===== config.mk =====
export PLATFORM = sky130hd
export DESIGN_NAME = nnts_merge
export DESIGN_NICKNAME = d
export VERILOG_FILES = /design/src/nnts_pkg.sv /design/src/nnts_merge.sv
export SDC_FILE = /design/constraint.sdc
export NUM_CORES = 1
export LEC_CHECK = 0
export ABC_AREA = 1
export BUFFER_PORTS_ARGS = -buffer_cell sky130_fd_sc_hd__buf_4
export CELL_PAD_IN_SITES_DETAIL_PLACEMENT = 1
export CELL_PAD_IN_SITES_GLOBAL_PLACEMENT = 1
export CORE_MARGIN = 2
export CORE_UTILIZATION = 30
export DETAILED_ROUTE_END_ITERATION = 10
export GPL_TIMING_DRIVEN = 0
export HOLD_SLACK_MARGIN = 0.02
export PLACE_DENSITY = 0.59
export SYNTH_ARGS = -nofsm -noshare
export SYNTH_HDL_FRONTEND = slang
export SYNTH_SLANG_ARGS = --single-unit
export TNS_END_PERCENT = 30

===== constraint.sdc =====
create_clock -name clk -period 4.76 [get_ports clk]
set_input_delay 0.714 -clock clk [delete_from_list [all_inputs] [get_ports clk]]
set_output_delay 0.714 -clock clk [all_outputs]
set_load 0.02 [all_outputs]

===== src/nnts_pkg.sv =====
// ----------------------------------------------------------------------------
// nnts_pkg
// Shared constants, types and helpers for the nearest-neighbour search block.
// ----------------------------------------------------------------------------
package nnts_pkg;

  localparam int MAX_RECORDS = 4096;
  localparam int MAX_RESULTS = 10;
  localparam int DIMS        = 6;
  localparam int NUM_EXP     = 3;
  localparam int IDX_W       = 12;
  localparam int CNT_W       = 13;
  localparam int DIST_W      = 19;
  localparam int VAL_W       = 16;
  localparam int ROW_W       = DIMS * VAL_W;
  localparam int SQ_W        = 35;   // sum of six 17-bit squares
  localparam int ROOT_W      = 18;
  localparam int RANK_W      = 4;

  localparam logic [1:0] CMD_LOAD  = 2'd0;
  localparam logic [1:0] CMD_QUERY = 2'd1;
  localparam logic [1:0] CMD_CLEAR = 2'd2;

  localparam logic [1:0] ST_OK   = 2'd0;
  localparam logic [1:0] ST_BAD  = 2'd1;
  localparam logic [1:0] ST_FULL = 2'd2;

  typedef logic [ROW_W-1:0] row_t;

  // One scored candidate (index and summed lane distances) travelling to the merge stage
  typedef struct packed {
    logic              vld;
    logic [IDX_W-1:0]  idx;
    logic [DIST_W-1:0] score;
  } cand_t;

endpackage


===== src/nnts_merge.sv =====
// ----------------------------------------------------------------------------
// nnts_merge
// Sorted best-list: inserts one candidate per cycle, keeps up to limit
// entries in ascending distance, earlier candidate wins ties.
// ----------------------------------------------------------------------------
module nnts_merge
  import nnts_pkg::*;
(
  input  logic                     clk,
  input  logic                     clr,
  input  logic [RANK_W-1:0]        limit,
  input  cand_t                    cand,
  input  logic [RANK_W-1:0]        rd_sel,
  output logic [IDX_W-1:0]         rd_idx,
  output logic [DIST_W-1:0]        rd_dist,
  output logic [RANK_W-1:0]        kept
);

  logic [IDX_W-1:0]  idx_r  [MAX_RESULTS];
  logic [DIST_W-1:0] dist_r [MAX_RESULTS];
  logic [RANK_W-1:0] kept_r;

  // Shift-register insertion across all slots
  always_ff @(posedge clk) begin
    if (clr) begin
      kept_r <= '0;
    end else if (cand.vld) begin
      for (int p = 0; p < MAX_RESULTS; p++) begin
        logic here_ok, prev_ok;
        here_ok = (RANK_W'(p) < kept_r) && (dist_r[p] > cand.score);
        prev_ok = (p > 0) && (RANK_W'(p-1) < kept_r) && (dist_r[(p>0)?p-1:0] > cand.score);
        if (RANK_W'(p) < limit) begin
          if (prev_ok) begin
            idx_r[p]  <= idx_r[(p>0)?p-1:0];
            dist_r[p] <= dist_r[(p>0)?p-1:0];
          end else if (here_ok || RANK_W'(p) == kept_r) begin
            idx_r[p]  <= cand.idx;
            dist_r[p] <= cand.score;
          end
        end
      end
      if (kept_r < limit) kept_r <= kept_r + 1'b1;
    end
  end

  assign rd_idx  = idx_r[rd_sel];
  assign rd_dist = dist_r[rd_sel];
  assign kept    = kept_r;

endmodule


==> impl_metrics.json, run 1 <==
{
  "avgSynthCellArea_sq_um": 8.43,
  "grt_setup_unrepaired": "false",
  "crit_arrival_ns": 4.61,
  "critPathLaunchType": "primary input",
  "fp.dieW_um": 273,
  "multiInputGateArea_sq_um": 10900,
  "ys_seq_area_frac": 0.432,
  "drtAntennaViolNets": 0,
  "swShare": 0.287,
  "synthTopCellsByArea": "edfxtp_1 43%, nand2_1 14%, ha_1 11%, nand3_1 6.0%, mux2i_1 4.1%",
  "holdCritStartpoint": "cand[28]",
  "die_area_sq_um": 74600,
  "synth_top_family_by_area": "simple AND/OR/NAND/NOR gates",
  "max_stage_delay_ns": 0.91,
  "cp_max_fo": 31,
  "min_period_over_period": 0.929,
  "ys_ff_latch": 314,
  "route.vias.total": 18694,
  "synthCells": 2580,
  "pin_count": 77,
  "instances_no_fill": 3678,
  "period_needed_ns": 4.42,
  "dp_hpwl_um": 67400,
  "cts_made_buffers": 40,
  "yosys.area.top_type": "edfxtp_1",
  "cts.sinks": 314,
  "synth_ff_type": "edfxtp_1",
  "setup_viol_count_final": 0,
  "slowest_stage": "inv_1",
  "cts_buffer_depth": 3,
  "end_kind": "register",
  "io_buffer_count": 73,
  "layout-drive-gt1-share": 0.0972,
  "grt.overflow.total": 0,
  "seq_power_share": 0.446,
  "fillers": 8579,
  "required_ns": 4.95,
  "grt.total_usage": 0.215,
  "path_clk_slew_ns": 0.06,
  "clock-skew-final_ns": 0.0259,
  "rows": 98,
  "crit_path_cell_trace": "buf_4 -> clkbuf_1 -> inv_1 -> ha_1 -> nand2_1 -> nor2_1 -> nand2_1 -> nor2_1 -> nand3_1 -> nand3_2 -> nand2_1 -> nand3_1 -> nand2_1 -> inv_1",
  "drt_iter0_drc": 1018,
  "cts_tree": "built",
  "p_comb_frac": 0.145,
  "dp_cells": 3607,
  "via_per_inst": 5.08,
  "core-area_sq_um": 71600,
  "synth_area_sq_um": 21700,
  "postCtsHoldBufs": 0,
  "pre_cts_ws_ns": -0.859,
  "p_per_area_nw_per_um2": 281,
  "leakagePower_nw": 11.0,
  "worstHoldPathType": "in -> reg",
  "antenna_found_initial": 2,
  "timing.final.ws_setup_ns": 0.338,
  "p_int_w": 0.00497,
  "timing.rr.start": "dist_r[5][18]",
  "yosysWarnings": 0,
  "dr.pass1.iters": 5,
  "synthMuxAreaShare": 0.0414,
  "nets": 2937,
  "async_reset_ff_frac": 0,
  "cap_violations": 0,
  "synthSimpleGateAreaFrac": 0.246,
  "remaining_drc_errors": 0,
  "cts.root.buffer_cell": "clkbuf_16",
  "start_util": 0.304,
  "slew_headroom": 0.131,
  "synth_compound_area_frac": 0.0991,
  "synth_edf_count": 310,
  "outcome": "finished, final reports clean",
  "synth.top_cell.area_share": 0.428,
  "crit_type": "in -> reg",
  "fin_util": 0.347,
  "die_y_um": 273,
  "clock_latency_ns": 0.59,
  "ctsHtreeMaxLevel": 2,
  "synth.distinct_cells": 46,
  "wl_um": 79900,
  "tightest_slew_ns": 1.30,
  "cp-startpoint": "cand[18]",
  "slew_violations": 0,
  "hold_slack_ns": 0.318,
  "place_congestion": 0.887,
  "p_clk_frac": 0.409,
  "synth_xor_area_frac": 0,
  "synth_fa_ha_area_frac": 0.113,
  "p_sw_w": 0.00200,
  "synth_nets": 2818,
  "fin_tns_setup_ns": 0,
  "fmax_ghz": 0.226,
  "hold_viol_final": 0,
  "grt_pass1_vias": 20034,
  "grt_max_degree": 32,
  "ir_worst_vdd_mv": 0.201,
  "crit_path_frequent_cell": "nand2_1",
  "wl_per_cell_um": 21.7,
  "seq_area_sq_um": 9390,
  "area_delta_synth_final_pct": 14.1,
  "grt_pass1_wl_um": 121000
}
==> layer usage <==
metal | vias up | global-route usage | wire length [um]
met1 | 9079 | 0.276 | 36000
met2 | 330 | 0.371 | 38000
met5 | - | 0 | 10
met4 | 2 | 0.0723 | 2560
li1 | 9168 | - | -
met3 | 115 | 0.0282 | 3330
==> power by group through the flow <==
stage	sequential (W)	combinational [W]	clock, W
final	0.00311	0.00101	0.00285
after global routing	0.00311	0.00111	0.00300
after CTS	0.00311	0.00101	0.00291
after detailed placement	0.00317	0.00101	0
after global placement	0.00317	0.000952	0
after floorplan	0.00316	0.000585	0
==> cell families (layout without fill, tap and decap cells) <==
family          after synthesis  count (layout)
flops                       314             314
buf+inv                     347             494
other cells                   0               1
fa+ha+maj                   196             196
mux                          90              90
simple gates               1257            1257
compound gates              376             376
==> worst max-delay path: cells and delay by family <==
family / cells / cell delay (ns)
buf+inv: 4 / 2.20
fa+ha+maj: 1 / 0.48
simple gates: 9 / 1.17
==> Yosys cell counts, types with 2 or more instances <==
cell,count
nand2_1,822
edfxtp_1,310
nand3_1,262
ha_1,196
inv_1,169
a21oi_1,142
o21ai_0,119
mux2i_1,90
nor2_1,75
buf_2,74
nand4_1,69
clkbuf_1,62
o211ai_1,61
o21ai_1,23
buf_4,14
buf_1,12
a21o_1,9
inv_2,7
a21oi_2,6
buf_6,6
nand2_2,5
nand3_2,5
dfxtp_1,4
nand3b_1,4
a21boi_1,3
clkinv_1,3
nor2_2,3
o21a_1,3
a21boi_2,2
nand2_4,2
nor2_4,2
nor3_1,2
==> sequential cells by signal, indices dropped and copies added (netlist names) <==
| name | flops |
|---|---|
| idx_r | 120 |
| kept | 4 |
| dist_r | 190 |
==> cell type report <==
type,instances,share of cell area
Sequential cell,314,0.378
Multi-Input combinational cell,1919,0.440
Clock buffer,50,0.0419
Antenna cell,1,0.000101
Tap cell,950,0.0479
Buffer,168,0.0331
Inverter,179,0.0271
Clock inverter,20,0.00519
Timing Repair Buffer,77,0.0265
==> layout by cell type, fill, tap and decap left out, drive strengths merged, types with 5 or more instances in the layout <==
cell type	instances
nand2	829
nor2	80
ha	196
nand3	268
clkinv	21
a21o	9
clkbuf	112
edfxtp	310
mux2i	90
o21ai	143
a21oi	149
nand4	69
o211ai	61
a21boi	5
inv	177
buf	183
==> worst paths after layout <==
| kind | to | slack (ns) | cells past startpoint |
|---|---|---|---|
| worst max-delay path | dist_r[6][0] | 0.34 | 14 |
| worst min-delay path | idx_r[0][9] | 0.32 | 1 |
| worst max register to register | dist_r[6][0] | 1.34 | 11 |
| worst min register to register | idx_r[1][1] | 0.54 | 2 |
==> through the flow <==
stage,instance area [sq um],total power (W)
2_1_floorplan,21700,0.00374
3_3_place_gp,23500,0.00412
3_5_place_dp,23600,0.00418
4_1_cts,24800,0.00703
5_1_grt,24800,0.00723
6_report,24800,0.00697
==> timing repair <==
action	4_1_cts	5_1_grt
resized for setup	1	1
setup endpoints to repair	31	31
pin swaps	0	0
buffers inserted	0	0
No activity file was read; power rests on OpenSTA's default activity.
==> run 2: changes to the inputs <==
MAX_ROUTING_LAYER = met4   (was not set)
==> impl_metrics.json, run 2 (same netlist as run 1, synthesis figures left out) <==
{
  "outcome": "finished, final reports clean",
  "top_register": "dist_r",
  "cts-resized-gates": 1,
  "cts_made_buffers": 39,
  "core-area_sq_um": 71600,
  "ctsHtreeMaxLevel": 2,
  "largest_reg_flops": 190,
  "grt_setup_unrepaired": "false",
  "timing.final.ws_setup_ns": 0.255,
  "cts_setup_buffers": 0,
  "cp_max_fo": 31,
  "period_needed_ns": 4.51,
  "grt_pass1_wl_um": 120000,
  "nets": 2936,
  "start_util": 0.304,
  "clock-skew-final_ns": 0.0206,
  "slew_headroom": 0.105,
  "grt_pass1_vias": 19666,
  "cts_buffer_depth": 3,
  "slew_violations": 0,
  "mostFrequentLayoutCell": "nand2_1",
  "worstHoldPathType": "in -> reg",
  "p_per_area_nw_per_um2": 280,
  "end_kind": "register",
  "layout-drive-gt1-share": 0.0987,
  "antenna_found_initial": 1,
  "wl_per_cell_um": 21.7,
  "fmax_ghz": 0.222,
  "ir_worst_vdd_mv": 0.199,
  "setup_viol_count_final": 0,
  "postCtsHoldBufs": 0,
  "dr.pass1.iters": 5,
  "cts.root.buffer_cell": "clkbuf_16",
  "wl_um": 80000,
  "area_delta_synth_final_pct": 14.1,
  "required_ns": 4.94,
  "cts_tree": "built",
  "pin_count": 77,
  "hold_viol_final": 0,
  "drtAntennaViolNets": 0,
  "clock_latency_ns": 0.58,
  "grt.total_usage": 0.220,
  "cap_violations": 0,
  "grt.overflow.total": 0,
  "min_period_over_period": 0.946,
  "leakagePower_nw": 11.0,
  "fp.dieW_um": 273,
  "final_cell_mix": "821 x nand2_1, 310 x edfxtp_1, 262 x nand3_1",
  "crit_arrival_ns": 4.68,
  "drt_iter0_drc": 905,
  "grt_max_degree": 32,
  "cts.sinks": 314,
  "crit_type": "in -> reg",
  "fin_tns_setup_ns": 0,
  "dp_hpwl_um": 67500,
  "critPathLaunchType": "primary input",
  "hold_slack_ns": 0.332,
  "place_congestion": 0.902,
  "pre_cts_ws_ns": -0.843,
  "io_buffer_count": 73,
  "die_area_sq_um": 74600,
  "die_y_um": 273,
  "path_clk_slew_ns": 0.06,
  "via_per_inst": 5.09,
  "rows": 98,
  "route.vias.total": 18701,
  "remaining_drc_errors": 0,
  "tightest_slew_ns": 1.34
}
==> run 2: cell count changes in the layout (fill, tap and decap cells not counted) <==
cell / change
clkbuf_1: -5
clkinv_2: +3
clkinv_1: +1
clkinvlp_4: +1
inv_1: -1
nand2_2: +1
nand2_4: -1
==> run 2: worst max-delay path: stages <==
cell      delay (ns)
buf_4           0.08
clkbuf_1        0.69
inv_1           0.57
ha_1            0.49
nand2_1         0.07
nor2_1          0.21
nand2_1         0.08
nor2_1          0.21
nand3_1         0.15
nand3_2         0.11
nand2_1         0.14
nand3_1         0.13
nand2_1         0.07
inv_1           0.92
==> run 2: layout make-up <==
type | count | area (sq um)
tap | 950 | 1190
antenna | 1 | 2.50
clock inverter | 24 | 148
clock buffer | 45 | 1020
buffer | 168 | 821
sequential | 314 | 9390
multi-input combinational | 1919 | 10900
timing repair buffer | 77 | 658
inverter | 179 | 676
fill | 8541 | 46800
==> run 2: path summary, 6_finish.rpt <==
check | startpoint | endpoint | slack [ns] | depth (start not counted)
setup / recovery | cand[18] | idx_r[6][2] | 0.25 | 14
hold / removal | cand[25] | idx_r[0][6] | 0.33 | 1
setup reg to reg | kept[0] | idx_r[8][2] | 1.19 | 9
hold reg to reg | idx_r[5][2] | idx_r[6][2] | 0.54 | 2
==> run 2: routing by layer <==
layer  GRT usage  share of wire  vias to the layer above  wire length, um
met1       0.284           0.46                     9149            37200
met4      0.0637          0.027                        0             2180
met3      0.0203          0.030                       93             2380
li1            -              -                     9167                -
met2       0.367           0.48                      292            38200
met5           -              0                        -                0
==> run 2: metrics by stage <==
stage	power [W]	cell area [sq um]	instances	utilization
5_1_grt	0.00722	24800	3676	0.346
3_3_place_gp	0.00413	23500	3603	0.328
6_report	0.00695	24800	3677	0.346
3_5_place_dp	0.00418	23600	3607	0.330
2_1_floorplan	0.00374	21700	2580	-
4_1_cts	0.00703	24800	3676	0.346
==> run 2: report_power, final <==
part | leakage, nW | internal [W] | switching (W) | total [W]
logic | 7.62 | 0.000301 | 0.000708 | 0.00101
clock network | 0.583 | 0.00159 | 0.00124 | 0.00283
registers | 2.83 | 0.00307 | 0.0000396 | 0.00311
==> run 3: changes to the inputs <==
CELL_PAD_IN_SITES_DETAIL_PLACEMENT = not set   (was 1)
CELL_PAD_IN_SITES_GLOBAL_PLACEMENT = not set   (was 1)
CORE_MARGIN = 4   (was 2)
PLACE_DENSITY = 0.48   (was 0.59)
==> impl_metrics.json, run 3 (same netlist as run 1, synthesis figures left out) <==
{
  "crit_type": "in -> reg",
  "slowest_stage": "inv_1",
  "dp_hpwl_um": 63800,
  "io_buffer_count": 73,
  "tightest_slew_ns": 1.27,
  "wl_um": 76200,
  "critPathLaunchType": "primary input",
  "grt_pass1_vias": 17756,
  "ctsHtreeMaxLevel": 2,
  "period_needed_ns": 4.39,
  "grt.overflow.total": 0,
  "slew_headroom": 0.152,
  "grt_pass1_wl_um": 112000,
  "pre_cts_ws_ns": -0.860,
  "max_stage_delay_ns": 0.85,
  "grt_max_degree": 32,
  "clock_latency_ns": 0.60,
  "placed_cell_area_sq_um": 23600,
  "timing.final.ws_setup_ns": 0.370,
  "rows": 98,
  "largest_reg_flops": 190,
  "die_area_sq_um": 76800,
  "antenna_found_initial": 1,
  "p_int_w": 0.00508,
  "layout-drive-gt1-share": 0.0982,
  "outcome": "finished, final reports clean",
  "p_clk_frac": 0.421,
  "setup_viol_count_final": 0,
  "cts_buffer_depth": 3,
  "dr.pass1.iters": 7,
  "fin_util": 0.348,
  "route.vias.total": 18563,
  "dp_cells": 3607,
  "hold_viol_final": 0,
  "cts_made_buffers": 41,
  "ir_worst_vdd_mv": 0.213,
  "top_register": "dist_r",
  "wl_per_cell_um": 20.7,
  "end_kind": "register",
  "p_per_area_nw_per_um2": 285,
  "grt_setup_unrepaired": "false",
  "die_y_um": 277,
  "clock-skew-final_ns": 0.0346,
  "fillers": 7462,
  "drtAntennaViolNets": 0,
  "fmax_ghz": 0.228,
  "drt_iter0_drc": 1451,
  "leakagePower_nw": 11.1,
  "final_cell_mix": "821 x nand2_1, 310 x edfxtp_1, 262 x nand3_1",
  "crit_path_cell_trace": "buf_4 -> clkbuf_1 -> inv_1 -> ha_1 -> nand2_1 -> nor2_1 -> nand2_1 -> nor2_1 -> nand3_1 -> nand3_2 -> nand2_1 -> nand3_1 -> nand3_1 -> inv_1",
  "via_per_inst": 5.04,
  "cts.sinks": 314,
  "grt.total_usage": 0.197,
  "fp.dieW_um": 277,
  "start_util": 0.304,
  "seq_power_share": 0.438,
  "place_congestion": 0.952,
  "p_comb_frac": 0.141,
  "path_clk_slew_ns": 0.06,
  "nets": 2938,
  "area_delta_synth_final_pct": 14.6,
  "cts_tree": "built",
  "cp_max_fo": 31,
  "cap_violations": 0,
  "cts_setup_buffers": 0,
  "pin_count": 77,
  "fin_area_sq_um": 24900,
  "min_period_over_period": 0.922,
  "crit_arrival_ns": 4.58,
  "instances_no_fill": 3681,
  "remaining_drc_errors": 0,
  "p_sw_w": 0.00202,
  "required_ns": 4.95,
  "core-area_sq_um": 71600,
  "cts.root.buffer_cell": "clkbuf_16",
  "mostFrequentLayoutCell": "nand2_1",
  "worstHoldPathType": "in -> reg",
  "slew_violations": 0,
  "swShare": 0.284
}
run 3: changes by cell type in the layout (fill, tap and decap cells not counted), sizes merged:
| cell | previous run | this run |
|---|---|---|
| inv | 176 | 177 |
| clkinv | 25 | 18 |
| clkbuf | 107 | 116 |
| bufinv | 1 | 2 |
run 3: final timing paths:
| check | from | endpoint | slack [ns] | cells after the start |
|---|---|---|---|---|
| hold reg to reg | idx_r[6][1] | idx_r[7][1] | 0.54 | 2 |
| setup reg to reg | kept[1] | idx_r[9][2] | 1.34 | 9 |
| setup / recovery | cand[18] | idx_r[5][11] | 0.37 | 14 |
| hold / removal | cand[24] | idx_r[0][5] | 0.30 | 1 |
run 3: cell type report:
cell class	instances	area, sq um	area share
clock buffers	54	1070	0.0431
plain buffers	168	821	0.0329
diodes	1	2.50	0.000100
repair buffers	77	658	0.0264
flip-flops and latches	314	9390	0.377
well taps	950	1190	0.0477
clock inverters	19	190	0.00763
multi-input cells	1919	10900	0.438
inverters	179	672	0.0270
run 3: layer usage:
| layer | track usage | vias to the layer above | wire (um) |
|---|---|---|---|
| met3 | 0.0282 | 127 | 4150 |
| met2 | 0.303 | 529 | 33600 |
| met1 | 0.267 | 8721 | 35600 |
| met5 | - | - | 0 |
| met4 | 0.0695 | 0 | 2810 |
| li1 | - | 9186 | - |
run 3: timing repair:
action                     4_1_cts  5_1_grt
hold buffers                     0        0
setup endpoints to repair       31       31
gates cloned                     0        0
gates resized for setup          1        1
run 3: worst max-delay path, delay by kind of cell:
kind,cells,cell delay [ns]
buf+inv,4,2.17
simple gates,9,1.18
fa+ha+maj,1,0.49
run 3: power groups by stage:
stage / Sequential [W] / Clock, W / Combinational, W
detailed placement: 0.00317 / 0 / 0.000992
floorplan: 0.00316 / 0 / 0.000585
CTS: 0.00311 / 0.00305 / 0.000996
global route: 0.00311 / 0.00317 / 0.00110
finish: 0.00311 / 0.00299 / 0.000999
global placement: 0.00317 / 0 / 0.000955
run 3: metrics by stage:
stage / power, W / setup TNS, ns / hold WS [ns]
floorplan: 0.00374 / -0.871 / 0.507
global placement: 0.00413 / -230.32 / 0.520
detailed placement: 0.00416 / -52.19 / 0.524
CTS: 0.00715 / 0 / 0.262
global route: 0.00738 / 0 / 0.272
finish: 0.00710 / 0 / 0.300
